===== config.mk =====
export PLATFORM = sky130hd
export DESIGN_NAME = exclusive_time_profiler_flat
export DESIGN_NICKNAME = d
export VERILOG_FILES = /design/src/rtl/etp_pkg.sv /design/src/rtl/etp_event_if.sv /design/src/rtl/etp_result_if.sv /design/src/rtl/exclusive_time_profiler.sv /design/src/rtl/etp_front.sv /design/src/rtl/etp_back.sv /design/src/flat_wrapper.sv
export SDC_FILE = /design/constraint.sdc
export NUM_CORES = 1
export LEC_CHECK = 0
export BUFFER_PORTS_ARGS = -buffer_cell sky130_fd_sc_hd__clkbuf_2
export CORE_ASPECT_RATIO = 0.6
export CORE_UTILIZATION = 33
export CTS_CLUSTER_DIAMETER = 40
export CTS_CLUSTER_SIZE = 20
export DETAILED_ROUTE_END_ITERATION = 10
export HOLD_SLACK_MARGIN = 0.06
export PLACE_DENSITY_LB_ADDON = 0.15
export RECOVER_POWER = 25
export SLEW_MARGIN = 10
export SYNTH_ARGS = -nofsm -noshare
export SYNTH_HDL_FRONTEND = slang
export SYNTH_SLANG_ARGS = --single-unit

===== constraint.sdc =====
create_clock -name clk -period 6 [get_ports clk]
set_input_delay 0 -clock clk [delete_from_list [all_inputs] [get_ports clk]]
set_output_delay 0 -clock clk [all_outputs]
set_load 0.01 [all_outputs]

===== src/rtl/etp_pkg.sv =====
package etp_pkg;

    localparam int FUNC_ID_W   = 4;
    localparam int TS_W        = 32;
    localparam int CNT_W       = 5;
    localparam int DUMP_LIMIT  = 16;
    localparam int QUEUE_DEPTH = 2;

    localparam int MAX_FUNCTIONS_DEF = 16;
    localparam int STACK_DEPTH_DEF   = 16;

    localparam int APB_AW = 3;
    localparam int APB_DW = 32;

    localparam logic [APB_AW-3:0] REG_NUM_FUNCTIONS   = '0;
    localparam logic [CNT_W-1:0]  NUM_FUNCTIONS_RESET = CNT_W'(16);
    localparam logic [TS_W-1:0]   TS_SAT              = '1;

    typedef struct packed {
        logic [FUNC_ID_W-1:0] func_id;
        logic                 is_start;
        logic [TS_W-1:0]      timestamp;
        logic                 last_event;
        logic                 bad_id;
    } etp_item_t;

    typedef enum logic [1:0] {
        ST_IDLE,
        ST_EXEC,
        ST_DUMP_RD,
        ST_DUMP_WR
    } back_state_t;

    function automatic logic [CNT_W-1:0] active_count(input logic [CNT_W-1:0] cfg,
                                                      input int unsigned max_fn);
        logic [CNT_W-1:0] lim;
        logic [CNT_W-1:0] n;
        lim = (max_fn < DUMP_LIMIT) ? CNT_W'(max_fn) : CNT_W'(DUMP_LIMIT);
        n   = cfg;
        if (n > lim)
        begin
            n = lim;
        end
        if (n == '0)
        begin
            n = CNT_W'(1);
        end
        return n;
    endfunction

endpackage


===== src/rtl/etp_event_if.sv =====
interface etp_event_if
    import etp_pkg::*;
();
    logic                 valid;
    logic                 ready;
    logic [FUNC_ID_W-1:0] func_id;
    logic                 is_start;
    logic [TS_W-1:0]      timestamp;
    logic                 last_event;

    modport source (output valid, func_id, is_start, timestamp, last_event, input ready);
    modport sink (input valid, func_id, is_start, timestamp, last_event, output ready);
endinterface


===== src/rtl/etp_result_if.sv =====
interface etp_result_if
    import etp_pkg::*;
();
    logic                 valid;
    logic                 ready;
    logic [FUNC_ID_W-1:0] result_func;
    logic [TS_W-1:0]      excl_total;
    logic                 last_result;
    logic                 trace_error;

    modport source (output valid, result_func, excl_total, last_result, trace_error,
                    input ready);
    modport sink (input valid, result_func, excl_total, last_result, trace_error,
                  output ready);
endinterface


===== src/rtl/exclusive_time_profiler.sv =====
// Exclusive-time profiler for a stream of function entry and exit events.
// Events arrive on the events channel (valid/ready) in timestamp order. Each
// event is taken into a two-entry queue and then worked off in ST_IDLE,
// which takes the stack top and reads the accumulator, and ST_EXEC, which
// writes them back; the back end pops a new event from the queue only once
// the last one has been written back.
// An event with last_event set is processed and then starts a dump: one
// result per function id in use, in id order, on the results channel. From
// ST_EXEC the block goes to ST_DUMP_RD, which reads a total, and ST_DUMP_WR,
// which loads it into the output register once that is free, per id. While
// the receiver stalls, the result waits in the output register and the queue
// takes events until its two entries are full. After the dump the totals,
// stack, mark and error flag are clear. The num_functions register sits at
// APB address 0 and must be written only while the block is idle; the block
// itself does not enforce this. Reset clears the totals, stack, mark and
// error flag at once, sets num_functions to 16 and leaves events.ready high.
module exclusive_time_profiler
    import etp_pkg::*;
#(
    parameter int MAX_FUNCTIONS = MAX_FUNCTIONS_DEF,
    parameter int STACK_DEPTH   = STACK_DEPTH_DEF
)
(
    input  logic              clk,
    input  logic              rst_n,
    etp_event_if.sink         events,
    etp_result_if.source      results,
    input  logic              psel,
    input  logic              penable,
    input  logic              pwrite,
    input  logic [APB_AW-1:0] paddr,
    input  logic [APB_DW-1:0] pwdata,
    output logic [APB_DW-1:0] prdata,
    output logic              pready
);

    logic [CNT_W-1:0] num_functions_reg;
    logic [CNT_W-1:0] num_functions_next;
    logic [CNT_W-1:0] n_active;
    logic             reg_hit;
    etp_item_t        head;
    logic             head_valid;
    logic             pop;

    assign pready   = 1'b1;
    assign reg_hit  = (paddr[APB_AW-1:2] == REG_NUM_FUNCTIONS);
    assign prdata   = reg_hit ? APB_DW'(num_functions_reg) : '0;
    assign n_active = active_count(num_functions_reg, MAX_FUNCTIONS);

    always_comb
    begin
        num_functions_next = num_functions_reg;
        if (psel && penable && pwrite && reg_hit)
        begin
            num_functions_next = pwdata[CNT_W-1:0];
        end
    end

    always_ff @(posedge clk or negedge rst_n)
    begin
        if (!rst_n)
        begin
            num_functions_reg <= NUM_FUNCTIONS_RESET;
        end
        else
        begin
            num_functions_reg <= num_functions_next;
        end
    end

    etp_front u_front (
        .clk        (clk),
        .rst_n      (rst_n),
        .events     (events),
        .n_active   (n_active),
        .head       (head),
        .head_valid (head_valid),
        .pop        (pop)
    );

    etp_back #(
        .MAX_FUNCTIONS (MAX_FUNCTIONS),
        .STACK_DEPTH   (STACK_DEPTH)
    ) u_back (
        .clk        (clk),
        .rst_n      (rst_n),
        .n_active   (n_active),
        .head       (head),
        .head_valid (head_valid),
        .pop        (pop),
        .results    (results)
    );

    // Every reported id lies within the ids in use.
    a_func_in_range: assert property (@(posedge clk) disable iff (!rst_n)
        results.valid |-> ({1'b0, results.result_func} < n_active))
        else $error("result id beyond active function count");

    // The final result of a dump carries the highest id in use.
    a_last_is_top: assert property (@(posedge clk) disable iff (!rst_n)
        (results.valid && results.last_result) |->
        ({1'b0, results.result_func} + CNT_W'(1) == n_active))
        else $error("last result flag on wrong id");

    // A dump does not restart at id zero before its last result has been taken.
    a_dump_order: assert property (@(posedge clk) disable iff (!rst_n)
        (results.valid && results.ready && !results.last_result) |=>
        (!results.valid || results.result_func != '0))
        else $error("dump restarted before its last result");

endmodule


===== src/rtl/etp_front.sv =====
module etp_front
    import etp_pkg::*;
(
    input  logic              clk,
    input  logic              rst_n,
    etp_event_if.sink         events,
    input  logic [CNT_W-1:0]  n_active,
    output etp_item_t         head,
    output logic              head_valid,
    input  logic              pop
);

    etp_item_t  q_reg [QUEUE_DEPTH];
    logic       wr_ptr_reg;
    logic       wr_ptr_next;
    logic       rd_ptr_reg;
    logic       rd_ptr_next;
    logic [1:0] fill_reg;
    logic [1:0] fill_next;
    logic       push;
    logic       take;
    etp_item_t  incoming;

    assign events.ready = (fill_reg != 2'(QUEUE_DEPTH));
    assign push         = events.valid && events.ready;
    assign head_valid   = (fill_reg != 2'd0);
    assign take         = pop && head_valid;
    assign head         = q_reg[rd_ptr_reg];

    always_comb
    begin
        incoming.func_id    = events.func_id;
        incoming.is_start   = events.is_start;
        incoming.timestamp  = events.timestamp;
        incoming.last_event = events.last_event;
        incoming.bad_id     = ({1'b0, events.func_id} >= n_active);
        wr_ptr_next = push ? ~wr_ptr_reg : wr_ptr_reg;
        rd_ptr_next = take ? ~rd_ptr_reg : rd_ptr_reg;
        fill_next   = fill_reg + 2'(push) - 2'(take);
    end

    always_ff @(posedge clk or negedge rst_n)
    begin
        if (!rst_n)
        begin
            wr_ptr_reg <= 1'b0;
            rd_ptr_reg <= 1'b0;
            fill_reg   <= 2'd0;
        end
        else
        begin
            wr_ptr_reg <= wr_ptr_next;
            rd_ptr_reg <= rd_ptr_next;
            fill_reg   <= fill_next;
        end
    end

    always_ff @(posedge clk)
    begin
        if (push)
        begin
            q_reg[wr_ptr_reg] <= incoming;
        end
    end

endmodule


===== src/rtl/etp_back.sv =====
module etp_back
    import etp_pkg::*;
#(
    parameter int MAX_FUNCTIONS = MAX_FUNCTIONS_DEF,
    parameter int STACK_DEPTH   = STACK_DEPTH_DEF
)
(
    input  logic              clk,
    input  logic              rst_n,
    input  logic [CNT_W-1:0]  n_active,
    input  etp_item_t         head,
    input  logic              head_valid,
    output logic              pop,
    etp_result_if.source      results
);

    localparam int ACC_DEPTH = (MAX_FUNCTIONS < DUMP_LIMIT) ? MAX_FUNCTIONS : DUMP_LIMIT;
    localparam int ACC_AW    = $clog2(ACC_DEPTH);
    localparam int SCW       = $clog2(STACK_DEPTH + 1);
    localparam int SAW       = (STACK_DEPTH > 1) ? $clog2(STACK_DEPTH) : 1;

    back_state_t          state_reg;
    back_state_t          state_next;
    etp_item_t            item_reg;
    etp_item_t            item_next;
    logic [TS_W-1:0]      amount_reg;
    logic [TS_W-1:0]      amount_next;
    logic                 charge_reg;
    logic                 charge_next;
    logic [ACC_AW-1:0]    acc_addr_reg;
    logic [ACC_AW-1:0]    acc_addr_next;
    logic [SCW-1:0]       count_reg;
    logic [SCW-1:0]       count_next;
    logic [TS_W-1:0]      mark_reg;
    logic [TS_W-1:0]      mark_next;
    logic                 err_reg;
    logic                 err_next;
    logic [CNT_W-1:0]     idx_reg;
    logic [CNT_W-1:0]     idx_next;
    logic [ACC_DEPTH-1:0] vld_reg;
    logic [ACC_DEPTH-1:0] vld_next;

    logic                 out_valid_reg;
    logic                 out_valid_next;
    logic [FUNC_ID_W-1:0] out_func_reg;
    logic [TS_W-1:0]      out_total_reg;
    logic                 out_last_reg;
    logic                 out_err_reg;
    logic                 out_load;

    logic [TS_W-1:0]      acc_mem [ACC_DEPTH];
    logic [TS_W-1:0]      acc_rd_reg;
    logic                 acc_rd_vld_reg;
    logic [ACC_AW-1:0]    acc_raddr;
    logic                 acc_we;
    logic [TS_W-1:0]      acc_wdata;

    logic [FUNC_ID_W-1:0] stack_mem [STACK_DEPTH];
    logic [FUNC_ID_W-1:0] stack_top_reg;
    logic [SAW-1:0]       st_raddr;
    logic [SAW-1:0]       st_waddr;
    logic                 st_we;
    logic [SCW-1:0]       top_index;

    logic [TS_W-1:0]      elapsed;
    logic [TS_W-1:0]      cur_total;
    logic [TS_W:0]        sum;

    assign results.valid       = out_valid_reg;
    assign results.result_func = out_func_reg;
    assign results.excl_total  = out_total_reg;
    assign results.last_result = out_last_reg;
    assign results.trace_error = out_err_reg;

    assign cur_total = acc_rd_vld_reg ? acc_rd_reg : '0;
    assign sum       = {1'b0, cur_total} + {1'b0, amount_reg};
    assign acc_wdata = sum[TS_W] ? TS_SAT : sum[TS_W-1:0];
    assign elapsed   = (head.timestamp >= mark_reg) ? (head.timestamp - mark_reg) : '0;
    assign st_waddr  = count_reg[SAW-1:0];
    assign top_index = count_next - SCW'(1);
    assign st_raddr  = top_index[SAW-1:0];

    always_comb
    begin
        state_next     = state_reg;
        item_next      = item_reg;
        amount_next    = amount_reg;
        charge_next    = charge_reg;
        acc_addr_next  = acc_addr_reg;
        count_next     = count_reg;
        mark_next      = mark_reg;
        err_next       = err_reg;
        idx_next       = idx_reg;
        vld_next       = vld_reg;
        pop            = 1'b0;
        acc_raddr      = acc_addr_reg;
        acc_we         = 1'b0;
        st_we          = 1'b0;
        out_load       = 1'b0;
        out_valid_next = out_valid_reg && !results.ready;
        case (state_reg)
            ST_IDLE:
            begin
                if (head_valid)
                begin
                    pop        = 1'b1;
                    item_next  = head;
                    state_next = ST_EXEC;
                    if (head.bad_id)
                    begin
                        charge_next = 1'b0;
                    end
                    else if (head.is_start)
                    begin
                        charge_next   = (count_reg != '0) && (count_reg < SCW'(STACK_DEPTH));
                        acc_addr_next = stack_top_reg[ACC_AW-1:0];
                        amount_next   = elapsed;
                    end
                    else
                    begin
                        charge_next   = 1'b1;
                        acc_addr_next = head.func_id[ACC_AW-1:0];
                        amount_next   = (elapsed == TS_SAT) ? TS_SAT : elapsed + 1'b1;
                    end
                    acc_raddr = acc_addr_next;
                end
            end
            ST_EXEC:
            begin
                if (charge_reg)
                begin
                    acc_we                 = 1'b1;
                    vld_next[acc_addr_reg] = 1'b1;
                end
                if (item_reg.bad_id)
                begin
                    err_next = 1'b1;
                end
                else if (item_reg.is_start)
                begin
                    if (count_reg == SCW'(STACK_DEPTH))
                    begin
                        err_next = 1'b1;
                    end
                    else
                    begin
                        mark_next  = item_reg.timestamp;
                        st_we      = 1'b1;
                        count_next = count_reg + SCW'(1);
                    end
                end
                else
                begin
                    mark_next = (item_reg.timestamp == TS_SAT) ? TS_SAT
                                                               : item_reg.timestamp + 1'b1;
                    if (count_reg != '0)
                    begin
                        count_next = count_reg - SCW'(1);
                    end
                    else
                    begin
                        err_next = 1'b1;
                    end
                end
                if (item_reg.last_event)
                begin
                    idx_next   = '0;
                    state_next = ST_DUMP_RD;
                end
                else
                begin
                    state_next = ST_IDLE;
                end
            end
            ST_DUMP_RD:
            begin
                acc_raddr  = idx_reg[ACC_AW-1:0];
                state_next = ST_DUMP_WR;
            end
            ST_DUMP_WR:
            begin
                acc_raddr = idx_reg[ACC_AW-1:0];
                if (!out_valid_reg || results.ready)
                begin
                    out_load       = 1'b1;
                    out_valid_next = 1'b1;
                    if (idx_reg + CNT_W'(1) == n_active)
                    begin
                        vld_next   = '0;
                        count_next = '0;
                        mark_next  = '0;
                        err_next   = 1'b0;
                        state_next = ST_IDLE;
                    end
                    else
                    begin
                        idx_next   = idx_reg + CNT_W'(1);
                        state_next = ST_DUMP_RD;
                    end
                end
            end
            default:
            begin
                state_next = ST_IDLE;
            end
        endcase
    end

    always_ff @(posedge clk or negedge rst_n)
    begin
        if (!rst_n)
        begin
            state_reg     <= ST_IDLE;
            count_reg     <= '0;
            mark_reg      <= '0;
            err_reg       <= 1'b0;
            vld_reg       <= '0;
            idx_reg       <= '0;
            charge_reg    <= 1'b0;
            out_valid_reg <= 1'b0;
        end
        else
        begin
            state_reg     <= state_next;
            count_reg     <= count_next;
            mark_reg      <= mark_next;
            err_reg       <= err_next;
            vld_reg       <= vld_next;
            idx_reg       <= idx_next;
            charge_reg    <= charge_next;
            out_valid_reg <= out_valid_next;
        end
    end

    always_ff @(posedge clk)
    begin
        item_reg     <= item_next;
        amount_reg   <= amount_next;
        acc_addr_reg <= acc_addr_next;
        if (out_load)
        begin
            out_func_reg  <= idx_reg[FUNC_ID_W-1:0];
            out_total_reg <= cur_total;
            out_last_reg  <= (idx_reg + CNT_W'(1) == n_active);
            out_err_reg   <= err_reg;
        end
    end

    always_ff @(posedge clk)
    begin
        if (acc_we)
        begin
            acc_mem[acc_addr_reg] <= acc_wdata;
        end
        acc_rd_reg     <= acc_mem[acc_raddr];
        acc_rd_vld_reg <= vld_reg[acc_raddr] && !(acc_we && acc_addr_reg == acc_raddr);
    end

    always_ff @(posedge clk)
    begin
        if (st_we)
        begin
            stack_mem[st_waddr] <= item_reg.func_id;
        end
        if (st_we && st_waddr == st_raddr)
        begin
            stack_top_reg <= item_reg.func_id;
        end
        else
        begin
            stack_top_reg <= stack_mem[st_raddr];
        end
    end

endmodule

===== src/flat_wrapper.sv =====
// flat-port wrapper written by rule: the top's interface ports become plain ports
module exclusive_time_profiler_flat import etp_pkg::*;
#(
    parameter int MAX_FUNCTIONS = MAX_FUNCTIONS_DEF,
    parameter int STACK_DEPTH   = STACK_DEPTH_DEF
)
  (clk, rst_n, psel, penable, pwrite, paddr, pwdata, prdata, pready, events_valid, events_func_id, events_is_start, events_timestamp, events_last_event, events_ready, results_valid, results_result_func, results_excl_total, results_last_result, results_trace_error, results_ready);
  etp_event_if events_i ();
  etp_result_if results_i ();
  input  logic clk;
  input  logic rst_n;
  input  logic psel;
  input  logic penable;
  input  logic pwrite;
  input  logic [APB_AW-1:0] paddr;
  input  logic [APB_DW-1:0] pwdata;
  output logic [APB_DW-1:0] prdata;
  output logic pready;
  input wire logic [$bits(events_i.valid)-1:0] events_valid;
  input wire logic [$bits(events_i.func_id)-1:0] events_func_id;
  input wire logic [$bits(events_i.is_start)-1:0] events_is_start;
  input wire logic [$bits(events_i.timestamp)-1:0] events_timestamp;
  input wire logic [$bits(events_i.last_event)-1:0] events_last_event;
  output wire logic [$bits(events_i.ready)-1:0] events_ready;
  output wire logic [$bits(results_i.valid)-1:0] results_valid;
  output wire logic [$bits(results_i.result_func)-1:0] results_result_func;
  output wire logic [$bits(results_i.excl_total)-1:0] results_excl_total;
  output wire logic [$bits(results_i.last_result)-1:0] results_last_result;
  output wire logic [$bits(results_i.trace_error)-1:0] results_trace_error;
  input wire logic [$bits(results_i.ready)-1:0] results_ready;
  assign events_i.valid = events_valid;
  assign events_i.func_id = events_func_id;
  assign events_i.is_start = events_is_start;
  assign events_i.timestamp = events_timestamp;
  assign events_i.last_event = events_last_event;
  assign events_ready = events_i.ready;
  assign results_valid = results_i.valid;
  assign results_result_func = results_i.result_func;
  assign results_excl_total = results_i.excl_total;
  assign results_last_result = results_i.last_result;
  assign results_trace_error = results_i.trace_error;
  assign results_i.ready = results_ready;
  exclusive_time_profiler #(.MAX_FUNCTIONS(MAX_FUNCTIONS), .STACK_DEPTH(STACK_DEPTH)) u_core (.clk(clk), .rst_n(rst_n), .events(events_i), .results(results_i), .psel(psel), .penable(penable), .pwrite(pwrite), .paddr(paddr), .pwdata(pwdata), .prdata(prdata), .pready(pready));
endmodule

=== Word level (Yosys, flattened, before mapping) ===
Memories as Yosys holds them, arrays and structs flattened. A register that Yosys moved wholly into a read port is not among the register bits.
Cells that the tools add are included.

* Bits in writable memories: 654
* Word-level logic and storage cells: 165
* Register bits after elaboration: 186
* Memories kept: 3
* Input port bits: 80

* Reductions and logical operators: 27
* Order comparisons: 7
* Muxes and demuxes: 70
* Bitwise gates (word level): 5
* Equal/unequal tests: 19
* Add/sub/neg operators: 10

{| class="wikitable"
|+ Memory list
! memory !! words !! width !! rd ports !! clocked after memory_dff !! write ports !! RTL line !! RTL
|-
| u_core.u_back.acc_mem || 16 || 32 || 1 || 1 || 1 || etp_back.sv:51 || <nowiki>logic [TS_W-1:0] acc_mem [ACC_DEPTH];</nowiki>
|-
| u_core.u_front.q_reg || 2 || 39 || 1 || 0 || 1 || etp_front.sv:13 || <nowiki>etp_item_t q_reg [QUEUE_DEPTH];</nowiki>
|-
| u_core.u_back.stack_mem || 16 || 4 || 1 || 1 || 1 || etp_back.sv:58 || <nowiki>logic [FUNC_ID_W-1:0] stack_mem [STACK_DEPTH];</nowiki>
|}

{| class="wikitable"
|+ Operator list
! operator !! count
|-
| $mux W32 || 11
|-
| $add A32 B1 Y32 const B || 2
|-
| $eq A32 B32 Y1 const B || 2
|-
| $pmux W32 S2 || 1
|-
| $mux W5 || 12
|-
| $mux W16 || 3
|-
| $add A32 B32 Y33 || 1
|-
| $ge A32 B32 Y1 || 1
|-
| $pmux W16 S2 || 1
|-
| $sub A32 B32 Y32 || 1
|-
| $mux W1 || 28
|-
| $pmux W5 S2 || 2
|-
| $or A16 B16 Y16 || 1
|-
| $ne A2 B2 Y1 const B || 7
|-
| $mux W4 || 3
|-
| $add A5 B1 Y5 const B || 2
|-
| $logic_and A1 B1 Y1 || 10
|-
| $lt A4 B5 Y1 const B || 2
|-
| $reduce_and A5 Y1 || 2
|-
| $mux W2 || 4
|-
| $ne A4 B4 Y1 const B || 2
|-
| $pmux W2 S4 || 1
|-
| $pmux W4 S2 || 1
|-
| $reduce_and A4 Y1 || 2
|-
| 28 further kinds || 36
|}

=== Logic depth before layout (Yosys ltp) ===
Gate-level depths: netlist of run 1.

* Word-level depth: 9
* Depth in mapped cells: 27

=== Modules after synthesis ===
A second synthesis of run 1 with hierarchy kept.

* Cells, all modules: 3,083
* Area, all modules: 39,225.1 um^2

{| class="wikitable"
|+ Modules (own cells, without submodules)
! module !! area an instance (um^2) !! cells an instance !! times used !! seq. area each (um^2)
|-
| etp_back || 35,604.1 || 2,878 || 1 || 23,007.1
|-
| etp_front || 3,120.5 || 152 || 1 || 2,442.3
|-
| exclusive_time_profiler || 500.5 || 53 || 1 || 126.4
|}

=== Worst setup path before layout of run 1 ===
Ideal clock, no wire load.

* Path type: register -> register
* Start point: register u_core.u_front.rd_ptr_reg
* End point: register u_core.u_back.amount_reg[28] (data pin)
* Required time: 5,740 ps
* Stages on the path, launching flop included: 26
* Setup slack: -304 ps
* Data arrival time: 6,044 ps
* Setup time: 260 ps
* Path through: dfrtp_1 > clkbuf_1 > buf_1 > mux2i_1 > ha_1 > fa_1 > nand2b_1 > a21oi_1 > o211ai_1 > and3_1 > a311o_1 > and2_1 > clkbuf_1 > clkbuf_1 > nor2_1 > ha_1 > nand2_1 > or2_0 > nor4_2 > nand2b_1 > a2111o_1 > nor4_4 > or4b_1 > buf_2 > nor2_1 > mux2_2

* Longest elaborated chain between the ends: 6
* Elaborated cells between the ends (all ways): 8
* Classes of those cells: add/sub (2); order compare (1); eq/ne (1); mux (3); memory (1)

{| class="wikitable"
|+ Ends and longest elaborated chain
! what !! RTL line !! RTL
|-
| start: declaration || etp_front.sv:16 || <nowiki>logic rd_ptr_reg;</nowiki>
|-
| start signal: assignment || etp_front.sv:53 || <nowiki>rd_ptr_reg <= rd_ptr_next;</nowiki>
|-
| $mem_v2 Z2 W39 (*) || n/a ||
|-
| $sub A32 B32 Y32 / $ge A32 B32 Y1 (equally long branches) || etp_back.sv:78 || <nowiki>assign elapsed = (head.timestamp >= mark_reg) ? (head.timestamp - mark_reg) : '0;</nowiki>
|-
| $mux W32 || etp_back.sv:78 ||
|-
| $add A32 B1 Y32 / $eq A32 B32 Y1 (equally long branches) || etp_back.sv:123 || <nowiki>amount_next = (elapsed == TS_SAT) ? TS_SAT : elapsed + 1'b1;</nowiki>
|-
| $mux W32 || etp_back.sv:123 ||
|-
| $mux W32 (*) || etp_back.sv:113 || <nowiki>else if (head.is_start)</nowiki>
|-
| end signal: assignment || etp_back.sv:238 || <nowiki>amount_reg <= amount_next;</nowiki>
|-
| end: declaration || etp_back.sv:26 || <nowiki>logic [TS_W-1:0] amount_reg;</nowiki>
|}

Every way passes the cells marked *; elsewhere a longest branch is shown, timed or not.
A chain may end at the register's enable or synchronous reset.

==> impl_metrics.ini, run 1 <==
[hold_path]
hold_depth = 4
hp-class = input pin to register

[power_and_ir_drop]
switching_share_pct = 38.8
p_comb_share_pct = 43.7
p_int_mw = 17.4
power_switching_mw = 11.1
ir_drop_mv = 0.604
power_density_mw_per_mm2 = 600
p_total_mw = 28.5
p_clk_share_pct = 23.0
power.static_leakage_nw = 18.4
sequentialPowerShare_pct = 33.3

[yosys]
syn_area_mm2 = 0.0398
avgSynthCellArea_um2 = 14.4
synthCells = 2756
yosys_register_bits = 876
synth_most_common_cell = edfxtp_1
ys_warn_count = 0
async_flop_share_pct = 8.22
synth_cell_type_count = 87
synth_edf_count = 767
ys_seq_area_share_pct = 64.3
synth.area.top_cells = edfxtp_1 (58%), mux2i_1 (12%), dfrtp_1 (4.5%), ha_1 (2.5%), dfxtp_1 (1.9%)
synth_common_cells = edfxtp_1 (767), mux2i_1 (496), nand2_1 (153)
yosys.area.top_type = edfxtp_1
synth_top_area_share_pct = 57.9
ys.flop_type = edfxtp_1

[drt]
drc_errors = 0
antenna_left = 0
drt_wl_total_um = 106000
drt-initial-drc-count = 1788
drt_pass1_iterations = 5
wl_per_cell_um = 22.3
num_vias = 23900
vias_per_cell = 5.03

[final_layout]
largest_register_ff_count = 512
fin_area_mm2 = 0.0474
nFillCells = 11100
synthToLayoutAreaGrowth_pct = 19.3
fin_nets = 3214
drive_gt1_share_pct = 14.7

[placed_design]
dp_hpwl_um = 68500
placedInstanceArea_mm2 = 0.0428
gp_congestion = 0.870
io_buffers = 95

[die]
io_pins = 153
die_x_um = 450
die_height_um = 271
rows = 98
die_area_mm2 = 0.122
initial_core_util_pct = 33.3
core_area_mm2 = 0.119

[worst_setup_path]
worst_setup_path_start_kind = register
crit_buf_inv = 3
arrival_ns = 6.25
required_ns = 6.47
crit_cells = 22
crit_family = simple AND/OR/NAND/NOR gates
cp-end-kind = register
slowest_stage = or4b_4
timing_worst_setup_path_type = register to register
path_max_fanout = 16
crit_chain = buf_12, clkbuf_16, mux2_2, ha_1, nand2b_1, a21oi_2, o211ai_1, and3_1, a311o_1, and2_1, buf_12, nor2_2, ha_1, nand2_1, or2_4, nor4_4, nand2b_1, a2111o_1, nor4_4, or4b_4, nor2_1, mux2_2
slowest_delay_ns = 0.54
r2r.worst_path.cells = 22

[global_route]
grtUsageTotal_pct = 17.1
met1_usage_pct = 27.0
met3_usage_pct = 2.99
grtUsageMet2_pct = 24.0
grt_antenna_before_repair = 4
grt_max_degree = 112
grt_pass1_vias = 23400
grt_overflow = 0
grt_first_pass_wirelength_um = 155000
grt.busiest_layer = met1

[timing]
fmax_ghz = 0.173
slew_viol_final = 56
setup-violations-final = 0
post-route-period-util_pct = 96.3
hold_ws_ns = 0.220
period_minus_slack_ns = 5.78
finalClockSkew_ns = 0.0584
tightest_slew_ns = 3.48
hold_viol = 0
slew_headroom_pct = -132

[clock_tree]
clockBufferDepth = 3
cts_max_level = 3
insertion_delay_ns = 0.74
cts_buffers = 103
clkTransAtPathRegs_ns = 0.07
cts.sinks = 876
cts_tree = yes
cts-root-buf = clkbuf_16

[flow_run]
drv_cap = 1

[run_status]
violations = max-capacitance violations, max-slew violations
status = complete, but fails checks
==> timing repair <==
item,in CTS,in global routing
setup endpoints to repair,0,32
buffers inserted,0,3
resized for setup,0,9
endpoints found under the hold margin,171,0
hold buffers,95,0
==> placed cells by master, fill, tap and decap left out, types with 47 or more instances in the layout <==
master         netlist  layout
ha_1                79      79
edfxtp_1           767     767
and2_1              56      47
clkbuf_16            0     104
clkbuf_1            48      55
clkbuf_2             1      50
xnor2_1             56      56
dlygate4sd3_1        0      95
nand2_1            153     153
a21oi_1             67      65
inv_1               66      65
buf_4               29     108
nand3_1             50      50
o21ai_0             75      72
dfrtp_1             71      70
nor2_1              97      79
xor2_1              49      49
mux2i_1            496     496
==> worst reg2reg max path, stage by stage (launching register included) <==
cell and delay (ns):
dfrtp_2 0.43, buf_12 0.14, clkbuf_16 0.20, mux2_2 0.38
ha_1 0.32, nand2b_1 0.12, a21oi_2 0.25, o211ai_1 0.18
and3_1 0.24, a311o_1 0.28, and2_1 0.20, buf_12 0.15
nor2_2 0.10, ha_1 0.16, nand2_1 0.08, or2_4 0.29
nor4_4 0.31, nand2b_1 0.14, a2111o_1 0.36, nor4_4 0.18
or4b_4 0.55, nor2_1 0.12, mux2_2 0.35
==> power by group through the flow <==
stage / registers [mW] / clock network, mW / logic, mW
final: 9.48 / 6.55 / 12.4
after global routing: 9.57 / 6.95 / 13.6
after CTS: 9.49 / 6.71 / 12.4
after detailed placement: 9.61 / 0 / 12.3
after global placement: 9.61 / 0 / 12.1
after floorplan: 9.37 / 0 / 8.33
==> metal layers <==
metal | vias up | part of all wire, %
met4 | 0 | 1.6
met5 | - | 0
li1 | 11100 | -
met2 | 573 | 41
met1 | 12100 | 53
met3 | 130 | 5.0
==> cell type report <==
cell class	instances	area (µm²)	share of cell area, %
clock buffers	114	2640	5.56
repair buffers	313	2470	5.21
diodes	3	7.51	0.0158
inverters	67	251	0.530
multi-input cells	1692	13500	28.4
well taps	1600	2000	4.22
clock inverters	81	1010	2.12
flip-flops and latches	876	25600	53.9
==> cells by family (layout without fill, tap and decap cells) <==
family / count (synthesis) / in the layout / synth area share [%]
muxes: 563 / 563 / 14.9
and+or+nand+nor: 550 / 550 / 7.06
adders and majority gates: 81 / 81 / 2.59
other: 2 / 31 / 0.0189
DFF: 876 / 876 / 64.3
AOI/OAI and AO/OA: 365 / 365 / 6.25
xor gates and xnor gates: 105 / 105 / 2.31
buffers and inverters: 214 / 575 / 2.57
==> path summary, 6_finish.rpt <==
| path | slack (ns) | end | from |
|---|---|---|---|
| max | 0.22 | u_core.u_back.amount_reg[28] | u_core.u_front.rd_ptr_reg |
| min | 0.22 | u_core.u_front.wr_ptr_reg | events_valid |
| min in group asynchronous | 1.15 | u_core.u_back.idx_reg[4] | rst_n |
| min reg2reg | 0.49 | u_core.u_back.vld_reg[12] | u_core.u_back.vld_reg[12] |
| max in group asynchronous | 1.99 | u_core.u_front.rd_ptr_reg | rst_n |
| max reg2reg | 0.22 | u_core.u_back.amount_reg[28] | u_core.u_front.rd_ptr_reg |
==> through the flow <==
step | worst slack [ns] | std cells | TNS [ns] | utilization [%]
after floorplan | 0.00283 | 2782 | 0 | -
after global placement | 0.148 | 4449 | 0 | 35.9
after detailed placement | 0.134 | 4449 | 0 | 35.9
after CTS | 0.0829 | 4739 | 0 | 39.7
after global routing | -0.0256 | 4744 | -0.0256 | 39.8
final | 0.222 | 4746 | 0 | 39.8
(Power assumes the default switching activity.)
==> inputs of run 2 (changes only) <==
==> constraint.sdc (replaced) <==
create_clock -name clk -period 6 [get_ports clk]
set_input_delay 1.2 -clock clk [delete_from_list [all_inputs] [get_ports clk]]
set_output_delay 1.2 -clock clk [all_outputs]
set_load 0.01 [all_outputs]
==> impl_metrics.ini, run 2 (synthesis results as in run 1) <==
[run_status]
status = completed

[die]
rows = 98
die_height_um = 271
die_x_um = 450
io_pins = 153
initial_core_util_pct = 33.3
core_area_mm2 = 0.119
die_area_mm2 = 0.122

[power_and_ir_drop]
power.static_leakage_nw = 18.2
power_density_mw_per_mm2 = 613
ir_drop_mv = 0.483

[global_route]
grtUsageTotal_pct = 17.0
grt_antenna_before_repair = 1
grt_overflow = 0
grt_max_degree = 101
grt_pass1_vias = 23700
grt_first_pass_wirelength_um = 155000

[worst_setup_path]
slowest_stage = or4b_4
r2r.worst_path.cells = 22
crit_chain = buf_12, clkbuf_16, mux2i_1, fa_2, nand2b_1, a21oi_2, o211ai_1, and3_4, a311o_1, and2_4, buf_12, nor2_2, ha_1, nand2_1, or2_0, nor4_2, nand2b_1, a2111o_1, nor4_4, or4b_4, nor2_1, mux2_2
arrival_ns = 6.27
path_max_fanout = 14
reg2reg_from = u_core.u_front.rd_ptr_reg
cp-end-kind = register
required_ns = 6.45
crit_buf_inv = 3
r2r-end = u_core.u_back.amount_reg[28]
timing_worst_setup_path_type = register to register
worst_setup_path_start_kind = register
crit_family = simple AND/OR/NAND/NOR gates
r2r_slack_ns = 0.18
slowest_delay_ns = 0.55

[drt]
vias_per_cell = 5.04
drt_wl_total_um = 105000
drc_errors = 0
wl_per_cell_um = 22.5
antenna_left = 0
num_vias = 23600
drt_pass1_iterations = 5
drt-initial-drc-count = 1550

[final_layout]
layout_commonest_cell = edfxtp_1
nFillCells = 11100
layout_common_cells = edfxtp_1 (767), mux2i_1 (496), nand2_1 (153)
largest_register_ff_count = 512
fin_nets = 3147
drive_gt1_share_pct = 17.1
synthToLayoutAreaGrowth_pct = 17.5
post-route-util_pct = 39.2

[timing]
fmax_ghz = 0.172
slew_headroom_pct = 21.1
period_minus_slack_ns = 5.82
slew_viol_final = 0
final.setup.tns_ns = 0
hold_ws_ns = 0.489
setup-violations-final = 0
hold_viol = 0
finalClockSkew_ns = 0.0309
post-route-period-util_pct = 97.0
tightest_slew_ns = 1.15

[hold_path]
hold_start = u_core.u_back.vld_reg[14]
worstHoldEndpoint = u_core.u_back.vld_reg[14]
hp-class = register to register
hold_depth = 1

[flow_run]
drv_cap = 0

[placed_design]
gp_congestion = 0.891
dp_hpwl_um = 68800
io_buffers = 95

[clock_tree]
cts_tree = yes
cts_max_level = 3
clkTransAtPathRegs_ns = 0.06
clockBufferDepth = 3
cts_buffers = 107
cts.sinks = 876
cts-root-buf = clkbuf_16
insertion_delay_ns = 0.71
cts_hold_buffers = 0
-- run 2: changes by cell type in the layout (fill, tap and decap cells not counted), moves of 9 or more --
cell,delta
dlygate4sd3_1,-95
buf_4,+27
clkbuf_1,-16
clkbuf_2,+16
mux2_1,-13
mux2_2,+13
and2_0,-9
-- run 2: where the power goes --
part | leakage [nW] | switching [mW] | internal [mW]
clock network | 1.78 | 2.78 | 3.89
logic | 8.21 | 7.58 | 4.91
registers | 8.17 | 0.571 | 8.93
-- run 2: area by class of cell --
cell class / instances / area, µm² / area share [%]
sequential: 876 / 25600 / 54.7
multi-input combinational: 1692 / 13500 / 28.9
clock buffer: 119 / 2770 / 5.92
tap: 1600 / 2000 / 4.28
timing repair buffer: 242 / 1700 / 3.63
clock inverter: 81 / 935 / 2.00
inverter: 67 / 251 / 0.538
antenna: 3 / 7.51 / 0.0161
-- run 2: repair_timing --
action                                  CTS  global route
resized for setup                         0            12
setup buffers                             0             7
endpoints found under the setup margin    0            31
-- run 2: stage by stage --
stage	setup WS, ns	total power [mW]	std cells	instance area (µm²)
after floorplan	0.00283	17.7	2782	39900
after global placement	0.000967	21.7	4468	42900
after detailed placement	0.0837	22.0	4468	42900
after CTS	0.0602	28.8	4668	46600
after global routing	-0.0325	30.4	4678	46700
final	0.179	28.7	4680	46700
-- run 2: worst max-delay path by stage --
stage / start / endpoint / slack, ns / cells past startpoint
2_1_floorplan: u_core.u_front.rd_ptr_reg / u_core.u_back.amount_reg[28] / 0.003 / 25
3_3_place_gp: u_core.u_front.rd_ptr_reg / u_core.u_back.amount_reg[28] / 0.001 / 21
3_5_place_dp: u_core.u_front.rd_ptr_reg / u_core.u_back.amount_reg[28] / 0.08 / 21
4_1_cts: u_core.u_front.rd_ptr_reg / u_core.u_back.amount_reg[28] / 0.06 / 21
5_1_grt: u_core.u_front.rd_ptr_reg / u_core.u_back.amount_reg[28] / -0.03 / 22
6_report: u_core.u_front.rd_ptr_reg / u_core.u_back.amount_reg[28] / 0.18 / 22
-- run 2: metal layers --
| metal | track usage (%) | vias up | routed length, µm |
|---|---|---|---|
| met4 | 4.05 | 0 | 1940 |
| li1 | - | 11000 | - |
| met3 | 3.55 | 133 | 5550 |
| met2 | 24.3 | 543 | 43900 |
| met5 | 0 | - | 0 |
| met1 | 26.0 | 12000 | 53900 |
